### config.mk
export PLATFORM = sky130hd
export DESIGN_NAME = mbbf_queue
export DESIGN_NICKNAME = d
export VERILOG_FILES = /design/src/rtl/core/mbbf_pkg.sv /design/src/rtl/core/mbbf_queue.sv
export SDC_FILE = /design/constraint.sdc
export NUM_CORES = 1
export LEC_CHECK = 0
export BUFFER_PORTS_ARGS = -buffer_cell sky130_fd_sc_hd__clkbuf_2
export CAP_MARGIN = 20
export CORE_ASPECT_RATIO = 1.75
export CORE_MARGIN = 1.5
export CORE_UTILIZATION = 46
export DETAILED_ROUTE_END_ITERATION = 7
export PLACE_DENSITY = 0.66
export SLEW_MARGIN = 40
export SYNTH_ARGS = -nofsm -noshare
export SYNTH_HDL_FRONTEND = slang
export SYNTH_SLANG_ARGS = --single-unit
### constraint.sdc
create_clock -name clk -period 5.3 [get_ports clk]
set_clock_uncertainty 0.15 [all_clocks]
set_input_delay 1.06 -clock clk [delete_from_list [all_inputs] [get_ports clk]]
set_output_delay 1.06 -clock clk [all_outputs]
set_load 0.03 [all_outputs]
### src/rtl/core/mbbf_pkg.sv
// ----------------------------------------------------------------------------
// Monochrome bit blit package
// Screen geometry, item layouts, command codes and state encodings.
// ----------------------------------------------------------------------------
`default_nettype none

package mbbf_pkg;

	// Screen geometry; the framebuffer holds SCREEN_HEIGHT rows of packed bytes.
	localparam int SCREEN_WIDTH  = 240;
	localparam int SCREEN_HEIGHT = 120;
	localparam int LINE_BYTES    = SCREEN_WIDTH / 8;
	localparam int STORE_BYTES   = LINE_BYTES * SCREEN_HEIGHT;
	localparam int ADDR_W        = $clog2(STORE_BYTES);

	// Command queue between the front and back parts.
	localparam int QUEUE_DEPTH = 4;
	localparam int QPTR_W      = $clog2(QUEUE_DEPTH);

	// Operation codes of an input item.
	localparam logic [1:0] OP_START = 2'd0;
	localparam logic [1:0] OP_SRC   = 2'd1;
	localparam logic [1:0] OP_READ  = 2'd2;
	localparam logic [1:0] OP_NONE  = 2'd3;

	// Input item.
	typedef struct packed {
		logic [1:0] op;
		logic [7:0] pos_x;
		logic [6:0] pos_y;
		logic [7:0] width_px;
		logic [6:0] height_rows;
		logic       invert;
		logic [7:0] src_byte;
	} req_t;

	// Result item.
	typedef struct packed {
		logic [7:0] read_data;
		logic       blit_active;
	} rsp_t;

	// Kind of work the back part carries out.
	typedef enum logic [1:0] {
		CMD_NOP,
		CMD_MERGE,
		CMD_READ
	} cmd_kind_t;

	// Classified command passed through the queue.
	typedef struct packed {
		cmd_kind_t         kind;
		logic              v1;       // first byte is on screen
		logic              v2;       // second byte is on screen
		logic              need_rd;  // merge keeps old pixels
		logic [ADDR_W-1:0] addr;
		logic [7:0]        bits1;
		logic [7:0]        keep1;
		logic [7:0]        bits2;
		logic [7:0]        keep2;
		logic              active;
	} cmd_t;

	// Back part sequencer states.
	typedef enum logic [2:0] {
		BK_CLEAR,
		BK_IDLE,
		BK_MERGE1,
		BK_MERGE2,
		BK_READ,
		BK_HOLD
	} back_state_t;

endpackage

`default_nettype wire

### src/rtl/core/mbbf_queue.sv
// ----------------------------------------------------------------------------
// Command queue
// Small register FIFO that decouples the front end from the back end.
// ----------------------------------------------------------------------------
`default_nettype none

module mbbf_queue (
	input  logic           clk,
	input  logic           arst_n,
	input  logic           push,
	input  mbbf_pkg::cmd_t push_cmd,
	input  logic           pop,
	output logic           full,
	output logic           head_valid,
	output mbbf_pkg::cmd_t head
);
	import mbbf_pkg::*;

	cmd_t              ent_q [QUEUE_DEPTH];
	logic [QPTR_W-1:0] wr_ptr_q;
	logic [QPTR_W-1:0] rd_ptr_q;
	logic [QPTR_W:0]   cnt_q;

	assign full       = (cnt_q == (QPTR_W + 1)'(QUEUE_DEPTH));
	assign head_valid = (cnt_q != '0);
	assign head       = ent_q[rd_ptr_q];

	// Entry storage.
	always_ff @(posedge clk) begin
		if (push) begin
			ent_q[wr_ptr_q] <= push_cmd;
		end
	end

	// Pointers and fill count.
	always_ff @(posedge clk or negedge arst_n) begin
		if (!arst_n) begin
			wr_ptr_q <= '0;
			rd_ptr_q <= '0;
			cnt_q    <= '0;
		end else begin
			if (push) begin
				wr_ptr_q <= wr_ptr_q + QPTR_W'(1);
			end
			if (pop) begin
				rd_ptr_q <= rd_ptr_q + QPTR_W'(1);
			end
			if (push && !pop) begin
				cnt_q <= cnt_q + (QPTR_W + 1)'(1);
			end else if (pop && !push) begin
				cnt_q <= cnt_q - (QPTR_W + 1)'(1);
			end
		end
	end

endmodule

`default_nettype wire

==> reports/metrics.cfg <==
[synth]
syn-num-nets=356
synth.top_cell.area_share=0.783
synth_cells=296
ys_top_cells_by_area=edfxtp_1 78%, mux4_2 14%, dfrtp_1 2.3%
ys_seq_area_frac=0.806
synth_top_cell_by_area=edfxtp_1
synth_seq_cells=207
yosysWarnings=0
syn_avg_cell_area_um2=25.9
synthDistinctLibCells=20
synth_area_um2=7670

[drt]
drtPass1Iterations=4
vias_per_cell=5.20
wirelength_um=13000
vias=3389
ant_nets=0
drt-wirelength-per-cell_um=20.0
drc=0
drtIter0Drc=131

[power_and_ir_drop]
powerDensity_nw_per_um2=588
leakage_nw=3.12
peakVddDrop_mv=0.274

[flow_run]
cap_violations=0

[timing]
fmax_mhz=282
setup_viol=0
slew_violations=0
relSlewSlack=0.560
worst_slew_pin_slew_ns=0.660
tns_ns=0
grt_setup_unrepaired=no
post-route-period-util=0.669
finalCriticalPeriod_ns=3.55
hold_viol=0

[global_route]
grt_pass1_vias=3725
grt_busiest_layer=met2
grt_usage=0.152
grt_antenna_before_repair=1
use_met2=0.277
grt_max_degree=38
grtUsageMet3=0.0298
gr-total-overflow=0
grtUsageMet1=0.177
grt_pass1_wl_um=19900

[worst_setup_path]
critical_path.max_fanout=26
end_kind=output pin
cp_cell_sequence=buf_4, mux4_2, clkbuf_2
crit_required_ns=4.09
rrSetupSlack_ns=3.29
path_class=register to output pin
slowest_stage=dfrtp_2
cp-start-kind=register
crit_arrival_ns=2.34
cpPeakStageDelay_ns=0.79

[cts]
cts_tree=yes
clkSinkCount=207
cts_hold_buf=0
cts.path.max_buffers=3
cts_resized=0
h-tree-depth=1
numCtsBuffers=19
clk-insertion-delay-late_ns=0.46
clkTransAtPathRegs_ns=0.06
cts-root-buf=clkbuf_16
cts_setup_buffers=0

[place]
placed_cells_incl_taps=620
gp_congestion=0.690
hpwl_um=8030
io_buffers=105

[final_layout]
drive_above_1_share=0.449
postLayoutCoreUtil=0.550
final_cell_count_no_fill=652
antenna_cells=0
fin_nets=477
area_growth_syn_to_layout_pct=17.3

[floorplanning]
fp.dieH_um=174
die_w_um=101
start_util=0.469
dieArea_um2=17500
core_um2=16400
fp-row-count=62
io_pins=106

[run_status]
status=completed

[min_path]
min_path_type=input port to async pin

-- flip-flops by register name (all words and copies together) (netlist names) --
signal,cells
cnt_q,3
ent_q,200
rd_ptr_q,2
wr_ptr_q,2
-- layout make-up --
cell class,count,area (um2)
inverters,4,15.0
clock inverters,10,80.1
clock buffers,22,487
flip-flops and latches,207,6190
well taps,224,280
fillers,1242,7370
multi-input cells,73,1350
repair buffers,112,603
-- where the power goes --
group | total (W) | internal [W] | leakage, nW | switching, W
Clock | 0.00126 | 0.000709 | 0.275 | 0.000548
Combinational | 0.00174 | 0.000659 | 0.925 | 0.00108
Sequential | 0.00230 | 0.00214 | 1.92 | 0.000151
Total | 0.00529 | 0.00351 | 3.12 | 0.00178
-- logic make-up after synthesis --
| logic type | after synthesis | synth area share |
|---|---|---|
| buffers and inverters | 16 | 0.0202 |
| AO/OA/AOI/OAI | 1 | 0.000652 |
| flip-flops | 207 | 0.806 |
| multiplexers | 51 | 0.149 |
| adder cells (fa/ha/maj) | 6 | 0.0108 |
| XOR/XNOR | 6 | 0.00685 |
| AND/OR/NAND/NOR | 9 | 0.00652 |
-- worst max-delay path, delay by kind of cell (launching register included) --
kind | cells | cell delay, ns
buf+inv | 2 | 0.68
flops | 1 | 0.79
mux | 1 | 0.39
-- per-stage QoR --
step                      setup WS, ns  hold slack [ns]  power, W  cell area, um2
after global routing              1.62            0.268   0.00553            9000
final                             1.75            0.270   0.00529            9000
after global placement            2.04            0.319   0.00404            8380
after detailed placement          2.15            0.329   0.00412            8430
after CTS                         1.64            0.259   0.00539            9000
after floorplan                   2.48            0.299   0.00367            7670
-- per-layer routing --
| layer | wire length (um) | vias to the layer above |
|---|---|---|
| met1 | 4990 | 1771 |
| li1 | - | 1504 |
| met2 | 7120 | 86 |
| met4 | 302 | 2 |
| met5 | 11 | - |
| met3 | 619 | 26 |
-- synthesized netlist by cell type --
| cell type | n |
|---|---|
| inv_1 | 4 |
| xnor2_1 | 2 |
| buf_6 | 1 |
| buf_2 | 5 |
| o21ai_0 | 1 |
| fa_1 | 1 |
| xor2_1 | 4 |
| ha_1 | 5 |
| buf_12 | 5 |
| nor3b_1 | 1 |
| mux4_1 | 2 |
| or3_1 | 1 |
| nor2_1 | 1 |
| dfrtp_1 | 7 |
| mux2_2 | 1 |
| clkbuf_1 | 1 |
| edfxtp_1 | 200 |
| and2_1 | 4 |
| nand2_1 | 2 |
| mux4_2 | 48 |
-- placed cells by master (no fill, tap or decap), types with 2 or more instances in the layout --
cell,count
edfxtp_1,200
clkbuf_2,105
mux4_2,48
clkbuf_16,19
ha_1,5
dfrtp_1,5
buf_4,5
inv_1,4
and2_4,4
xor2_1,4
clkinv_1,4
clkbuf_1,3
mux4_1,2
xnor2_1,2
nand2_1,2
inv_6,2
clkinv_2,2
buf_12,2
-- path summary, 6_finish.rpt --
check	cells past startpoint	from	end
worst max register to register	4	wr_ptr_q[0]$_DFFE_PN0P_	ent_q[2][28]$_DFFE_PP_
worst max-delay path	3	rd_ptr_q[1]$_DFFE_PN0P_	head[34]
worst min-delay path	1	arst_n	cnt_q[2]$_DFFE_PN0P_
worst min register to register	1	cnt_q[2]$_DFFE_PN0P_	cnt_q[2]$_DFFE_PN0P_
min in group clk	1	cnt_q[2]$_DFFE_PN0P_	cnt_q[2]$_DFFE_PN0P_
max in group asynchronous	1	arst_n	rd_ptr_q[0]$_DFFE_PN0P_
Note: power is estimated with default switching activity, not from simulation.
