--- src/rtl/core/mbbf_pkg.sv ---
// ----------------------------------------------------------------------------
// Monochrome bit blit package
// Screen geometry, item layouts, command codes and state encodings.
// ----------------------------------------------------------------------------
`default_nettype none

package mbbf_pkg;

	// Screen geometry; the framebuffer holds SCREEN_HEIGHT rows of packed bytes.
	localparam int SCREEN_WIDTH  = 240;
	localparam int SCREEN_HEIGHT = 120;
	localparam int LINE_BYTES    = SCREEN_WIDTH / 8;
	localparam int STORE_BYTES   = LINE_BYTES * SCREEN_HEIGHT;
	localparam int ADDR_W        = $clog2(STORE_BYTES);

	// Command queue between the front and back parts.
	localparam int QUEUE_DEPTH = 4;
	localparam int QPTR_W      = $clog2(QUEUE_DEPTH);

	// Operation codes of an input item.
	localparam logic [1:0] OP_START = 2'd0;
	localparam logic [1:0] OP_SRC   = 2'd1;
	localparam logic [1:0] OP_READ  = 2'd2;
	localparam logic [1:0] OP_NONE  = 2'd3;

	// Input item.
	typedef struct packed {
		logic [1:0] op;
		logic [7:0] pos_x;
		logic [6:0] pos_y;
		logic [7:0] width_px;
		logic [6:0] height_rows;
		logic       invert;
		logic [7:0] src_byte;
	} req_t;

	// Result item.
	typedef struct packed {
		logic [7:0] read_data;
		logic       blit_active;
	} rsp_t;

	// Kind of work the back part carries out.
	typedef enum logic [1:0] {
		CMD_NOP,
		CMD_MERGE,
		CMD_READ
	} cmd_kind_t;

	// Classified command passed through the queue.
	typedef struct packed {
		cmd_kind_t         kind;
		logic              v1;       // first byte is on screen
		logic              v2;       // second byte is on screen
		logic              need_rd;  // merge keeps old pixels
		logic [ADDR_W-1:0] addr;
		logic [7:0]        bits1;
		logic [7:0]        keep1;
		logic [7:0]        bits2;
		logic [7:0]        keep2;
		logic              active;
	} cmd_t;

	// Back part sequencer states.
	typedef enum logic [2:0] {
		BK_CLEAR,
		BK_IDLE,
		BK_MERGE1,
		BK_MERGE2,
		BK_READ,
		BK_HOLD
	} back_state_t;

endpackage

`default_nettype wire

--- src/rtl/core/mbbf_in_if.sv ---
// ----------------------------------------------------------------------------
// Input item channel
// Valid/ready channel that carries one blit command item per transfer.
// ----------------------------------------------------------------------------
`default_nettype none

interface mbbf_in_if;
	import mbbf_pkg::*;

	logic valid;
	logic ready;
	req_t data;

	modport source(output valid, output data, input ready);
	modport sink(input valid, input data, output ready);
endinterface

`default_nettype wire

--- src/rtl/core/mbbf_front.sv ---
// ----------------------------------------------------------------------------
// Blit front end
// Accepts items, tracks blit position and classifies each item into a
// framebuffer command with addresses, shifted pixels and merge masks.
// ----------------------------------------------------------------------------
`default_nettype none

module mbbf_front (
	input  logic           clk,
	input  logic           arst_n,
	mbbf_in_if.sink        req,
	input  logic           clearing,
	input  logic           q_full,
	output logic           push,
	output mbbf_pkg::cmd_t push_cmd
);
	import mbbf_pkg::*;

	logic       acc;
	req_t       d;

	// Blit state.
	logic [4:0] start_col_q, start_col_d;
	logic [6:0] start_row_q, start_row_d;
	logic [2:0] bit_off_q, bit_off_d;
	logic [4:0] row_bytes_q, row_bytes_d;
	logic [6:0] rows_total_q, rows_total_d;
	logic       invert_q, invert_d;
	logic [6:0] row_cnt_q, row_cnt_d;
	logic [4:0] col_cnt_q, col_cnt_d;
	logic       active_q, active_d;

	logic [7:0]        src_b;
	logic [3:0]        left_shift;
	logic [7:0]        bits1, keep1, bits2, keep2;
	logic [7:0]        row_sum;
	logic [5:0]        col_sum, col_nxt;
	logic              row_ok, blit_v1, blit_v2;
	logic [ADDR_W-1:0] blit_addr, rd_addr;
	logic [4:0]        rd_col;
	logic              rd_v;
	logic [4:0]        col_inc;
	logic [6:0]        row_inc;

	assign d        = req.data;
	assign req.ready = !clearing && !q_full;
	assign acc      = req.valid && req.ready;
	assign push     = acc && (d.op != OP_NONE);

	// Destination of the current source byte.
	always_comb begin
		row_sum   = {1'b0, start_row_q} + {1'b0, row_cnt_q};
		col_sum   = {1'b0, start_col_q} + {1'b0, col_cnt_q};
		col_nxt   = col_sum + 6'd1;
		row_ok    = int'(row_sum) < SCREEN_HEIGHT;
		blit_v1   = row_ok && (int'(col_sum) < LINE_BYTES);
		blit_v2   = row_ok && (int'(col_nxt) < LINE_BYTES);
		blit_addr = ADDR_W'(int'(row_sum) * LINE_BYTES + int'(col_sum));
	end

	// Read address.
	always_comb begin
		rd_col  = d.pos_x[7:3];
		rd_v    = (int'(d.pos_y) < SCREEN_HEIGHT) && (int'(rd_col) < LINE_BYTES);
		rd_addr = ADDR_W'(int'(d.pos_y) * LINE_BYTES + int'(rd_col));
	end

	// Pixel alignment: the byte splits across two destination bytes.
	always_comb begin
		src_b      = invert_q ? ~d.src_byte : d.src_byte;
		left_shift = 4'd8 - {1'b0, bit_off_q};
		bits1      = src_b >> bit_off_q;
		keep1      = (bit_off_q == 3'd0) ? 8'h00 : (8'hff << left_shift);
		bits2      = src_b << left_shift;
		keep2      = 8'hff >> bit_off_q;
	end

	// Classification and next blit state.
	always_comb begin
		start_col_d  = start_col_q;
		start_row_d  = start_row_q;
		bit_off_d    = bit_off_q;
		row_bytes_d  = row_bytes_q;
		rows_total_d = rows_total_q;
		invert_d     = invert_q;
		row_cnt_d    = row_cnt_q;
		col_cnt_d    = col_cnt_q;
		active_d     = active_q;
		col_inc      = col_cnt_q + 5'd1;
		row_inc      = row_cnt_q + 7'd1;

		push_cmd         = '0;
		push_cmd.kind    = CMD_NOP;
		push_cmd.addr    = blit_addr;
		push_cmd.bits1   = bits1;
		push_cmd.keep1   = keep1;
		push_cmd.bits2   = bits2;
		push_cmd.keep2   = keep2;

		case (d.op)
			OP_START: begin
				start_col_d  = d.pos_x[7:3];
				start_row_d  = d.pos_y;
				bit_off_d    = d.pos_x[2:0];
				row_bytes_d  = d.width_px[7:3];
				rows_total_d = d.height_rows;
				invert_d     = d.invert;
				row_cnt_d    = '0;
				col_cnt_d    = '0;
				active_d     = (d.width_px[7:3] != 5'd0) && (d.height_rows != 7'd0);
			end
			OP_SRC: begin
				if (active_q) begin
					push_cmd.kind    = CMD_MERGE;
					push_cmd.v1      = blit_v1;
					push_cmd.v2      = blit_v2;
					push_cmd.need_rd = (bit_off_q != 3'd0);
					if (col_inc >= row_bytes_q) begin
						col_cnt_d = '0;
						row_cnt_d = row_inc;
						if (row_inc >= rows_total_q) begin
							active_d = 1'b0;
						end
					end else begin
						col_cnt_d = col_inc;
					end
				end
			end
			OP_READ: begin
				push_cmd.kind = CMD_READ;
				push_cmd.v1   = rd_v;
				push_cmd.addr = rd_addr;
			end
			default: begin
			end
		endcase

		push_cmd.active = active_d;
	end

	// Blit state registers, updated on every input transfer.
	always_ff @(posedge clk or negedge arst_n) begin
		if (!arst_n) begin
			start_col_q  <= '0;
			start_row_q  <= '0;
			bit_off_q    <= '0;
			row_bytes_q  <= '0;
			rows_total_q <= '0;
			invert_q     <= 1'b0;
			row_cnt_q    <= '0;
			col_cnt_q    <= '0;
			active_q     <= 1'b0;
		end else if (acc) begin
			start_col_q  <= start_col_d;
			start_row_q  <= start_row_d;
			bit_off_q    <= bit_off_d;
			row_bytes_q  <= row_bytes_d;
			rows_total_q <= rows_total_d;
			invert_q     <= invert_d;
			row_cnt_q    <= row_cnt_d;
			col_cnt_q    <= col_cnt_d;
			active_q     <= active_d;
		end
	end

endmodule

`default_nettype wire

--- src/flat_wrapper.sv ---
// flat-port wrapper written by rule: the top's interface ports become plain ports
module mbbf_front_flat import mbbf_pkg::*;
  (clk, arst_n, clearing, q_full, push, push_cmd, req_valid, req_data, req_ready);
  mbbf_in_if req_i ();
  input  logic clk;
  input  logic arst_n;
  input  logic clearing;
  input  logic q_full;
  output logic push;
  output mbbf_pkg::cmd_t push_cmd;
  input wire logic [$bits(req_i.valid)-1:0] req_valid;
  input wire logic [$bits(req_i.data)-1:0] req_data;
  output wire logic [$bits(req_i.ready)-1:0] req_ready;
  assign req_i.valid = req_valid;
  assign req_i.data = req_data;
  assign req_ready = req_i.ready;
  mbbf_front u_core (.clk(clk), .arst_n(arst_n), .req(req_i), .clearing(clearing), .q_full(q_full), .push(push), .push_cmd(push_cmd));
endmodule
--- config.mk ---
export PLATFORM = sky130hd
export DESIGN_NAME = mbbf_front_flat
export DESIGN_NICKNAME = d
export VERILOG_FILES = /design/src/rtl/core/mbbf_pkg.sv /design/src/rtl/core/mbbf_in_if.sv /design/src/rtl/core/mbbf_front.sv /design/src/flat_wrapper.sv
export SDC_FILE = /design/constraint.sdc
export NUM_CORES = 1
export LEC_CHECK = 0
export ABC_CLOCK_PERIOD_IN_PS = 8700
export BUFFER_PORTS_ARGS = -buffer_cell sky130_fd_sc_hd__buf_4
export CAP_MARGIN = 20
export CORE_MARGIN = 3
export CORE_UTILIZATION = 45
export DETAILED_ROUTE_END_ITERATION = 6
export PLACE_DENSITY = 0.67
export RECOVER_POWER = 50
export SYNTH_ARGS = -nofsm -noshare
export SYNTH_HDL_FRONTEND = slang
export SYNTH_SLANG_ARGS = --single-unit
--- constraint.sdc ---
create_clock -name clk -period 8.7 [get_ports clk]
set_input_delay 0.435 -clock clk [delete_from_list [all_inputs] [get_ports clk]]
set_output_delay 0.435 -clock clk [all_outputs]
set_load 0.02 [all_outputs]
==> metrics.yaml <==
clock_tree:
  cts_made_buffers: 5
  cts_tree: "built"
  cts-resized-gates: 0
  cts.path.max_buffers: 2
  clkLatencyLatePin_ns: 0.29
  clkTransAtPathRegs_ns: 0.06
  cts_root_buf: "clkbuf_16"
  cts_hold_buf: 0
  htreeDepth: 2
  clock_sinks: 41
  cts_setup_buffers: 0
sta:
  setup_violations: 0
  hold_viol: 0
  max_freq_mhz: 176
  period_needed_ns: 5.69
  drv_slew: 84
  grt_setup_unrepaired: "false"
  worstMarginPinSlew_ns: 2.22
  fin_crit_sh: 0.655
  finClkSkew_ns: 0.00764
  slew_headroom: -0.478
  whs_ns: 0.370
  setup_tns_ns: 0
grt:
  antenna_found_initial: 0
  grt_max_degree: 42
  grt_pass1_wl_um: 20600
  grt_pass1_vias: 4347
  overflow: 0
  gr-usage-all-layers: 0.186
pwr:
  finalPower_w: 0.00253
  power.leakage_nw: 3.15
  ir_worst_vdd_uv: 644
  powerDensity_nw_per_um2: 394
setup_path:
  critPathMaxFanout: 7
  worst_path_most_repeated_cell: "fa_1"
  worstPathRequired_ns: 8.27
  cp.arrival_ns: 5.26
  slowest_delay_ns: 0.56
  cp-start-kind: "register"
  path_cells: "ha_1 -> fa_1 -> xnor2_1 -> inv_1 -> fa_1 -> fa_1 -> inv_1 -> fa_1 -> inv_1 -> ha_1 -> o21ai_0 -> o21ba_2 -> o21a_1 -> nor2_1 -> nor4b_2 -> xor2_1 -> mux2_2 -> buf_4"
  crit_type: "register to output port"
  crit_path_top_delay_cell: "fa_1"
  critPathCaptureType: "output port"
  path_buf_inv: 4
  cp_top_family: "adder cells"
die:
  die_area_um2: 13500
  die_w_um: 116
  ioPinCount: 98
  num_rows: 39
  start_util: 0.469
  core_um2: 11700
  fp.dieH_um: 116
yosys:
  synth_edf_count: 0
  synthArstFlopShare: 1.00
  synthFlopType: "dfrtp_1"
  ys_seq_elements: 41
  synth.distinct_cells: 63
  avgSynthCellArea_um2: 8.61
  seq_area_frac_synth: 0.187
  synth_fp_nets: 783
  synth_cells: 636
  syn-cell-area_um2: 5480
  ys_warn_count: 0
run_status:
  status: "finished with violations"
  failed_checks: "capacitance limit, slew limit"
layout:
  register_area_um2: 1030
  n_antenna_cell: 0
  nFillCells: 1075
  nets: 863
  drive_above_1_share: 0.185
  syn_to_final_growth_pct: 17.3
  multi_input_area_um2: 4130
place:
  gp_congestion: 0.865
  io_buffers: 93
  place_hpwl_um: 10500
routing:
  drc_errors: 0
  ant_nets: 0
  dr_total_vias: 4637
  routed_wl_um: 12700
  vias_per_cell: 5.39
  drt_iter0_markers: 244
  avgRoutedWirePerCell_um: 14.8
  dr.pass1.iters: 4
run:
  maxCapViolations: 2
min_path:
  min_path_type: "input port to register"
[worst register-to-register path, delay by kind of cell, from the launching register on]
kind,cells,cell delay (ns)
AO/OA/AOI/OAI,5,0.82
flip-flops,1,0.45
AND/OR/NAND/NOR,1,0.25
buffers and inverters,1,0.22
adder cells (fa/ha/maj),2,0.64
[cell usage after synthesis, types with 2 or more instances]
cell	count	area share
xnor2_1	43	0.069
a21oi_1	39	0.036
a31oi_1	2	0.0023
mux2_2	20	0.041
or4_1	2	0.0027
o31ai_1	4	0.0055
a21o_1	15	0.021
clkbuf_1	12	0.0082
nand3_1	12	0.011
a221oi_1	2	0.0032
o21bai_1	5	0.0069
nor4_1	4	0.0046
inv_1	58	0.040
a21oi_2	3	0.0048
o21ai_0	43	0.039
o22ai_1	2	0.0023
a22oi_1	2	0.0027
or2_1	2	0.0023
nand2_1	51	0.035
dfrtp_1	41	0.19
and3_1	4	0.0046
o21a_1	2	0.0027
o21ai_1	4	0.0037
nor3_1	9	0.0082
xnor2_2	2	0.0059
xor2_1	19	0.030
mux2i_1	10	0.018
nand4_1	4	0.0046
a211oi_1	12	0.016
o211ai_1	3	0.0041
and2_1	4	0.0046
buf_1	2	0.0014
buf_2	6	0.0055
fa_1	22	0.080
o41ai_1	2	0.0032
ha_1	79	0.18
nor2_1	47	0.032
buf_4	2	0.0027
nand2b_1	11	0.013
xor2_2	2	0.0059
nor2b_1	6	0.0069
[logic make-up after synthesis]
family	share of synthesized area
and+or+nand+nor	0.143
AOI/OAI and AO/OA	0.176
adders and majority gates	0.261
buffers and inverters	0.0576
xor gates and xnor gates	0.111
DFF	0.187
muxes	0.0635
other	0.000685
[cells in the final DEF (no fill, tap or decap), drive strengths merged, types with 6 or more instances in the layout]
cell type,n
buf,88
ha,79
inv,58
nand2,51
nor2,48
o21ai,47
xnor2,45
a21oi,43
dfrtp,41
fa,22
xor2,21
mux2,20
a21o,16
clkbuf,13
a211oi,12
nand3,12
nand2b,11
mux2i,10
nor3,10
nor2b,6
o21bai,6
[state kept, by name (all words and copies together), names as in the netlist]
register             count
u_core.col_cnt_q         5
u_core.start_row_q       7
u_core.bit_off_q         3
u_core.active_q          1
u_core.rows_total_q      7
u_core.invert_q          1
u_core.start_col_q       5
u_core.row_cnt_q         7
u_core.row_bytes_q       5
[power breakdown]
group / switching, W / leakage (nW) / internal (W)
Clock: 0.0000751 / 0.0831 / 0.000143
Combinational: 0.00114 / 2.55 / 0.000899
Sequential: 0.0000462 / 0.517 / 0.000225
[path summary, 6_finish.rpt]
kind,slack [ns],depth (start not counted),start,end
max in group asynchronous,6.62,1,arst_n,u_core.bit_off_q[2]
worst min register to register,0.52,1,u_core.start_col_q[4],u_core.start_col_q[4]
min in group asynchronous,0.80,1,arst_n,u_core.row_bytes_q[1]
worst max register to register,6.20,9,u_core.col_cnt_q[0],u_core.row_cnt_q[2]
worst min-delay path,0.37,3,req_data[12],u_core.rows_total_q[3]
worst max-delay path,3.01,18,u_core.row_cnt_q[0],push_cmd[43]
[cell type report]
class                   instances  area share
multi-input cells             515       0.644
flip-flops and latches         41       0.160
repair buffers                 95       0.107
inverters                      58      0.0339
well taps                     143      0.0279
clock buffers                   6      0.0216
clock inverters                 2     0.00585
[stage by stage]
stage | setup slack (ns) | std cells | cell area [µm²] | util
finish | 3.01 | 860 | 6420 | 0.550
global route | 2.80 | 860 | 6420 | 0.550
CTS | 2.99 | 860 | 6450 | 0.553
detailed placement | 3.32 | 852 | 6270 | 0.538
global placement | 3.47 | 852 | 6270 | 0.538
floorplan | 3.81 | 636 | 5480 | -
[per-layer routing]
metal,part of all wire,track usage
met5,0,0
met4,0.0097,0.0309
met3,0.040,0.0218
met2,0.46,0.318
met1,0.49,0.258
Note: power is estimated with default switching activity, not from simulation.
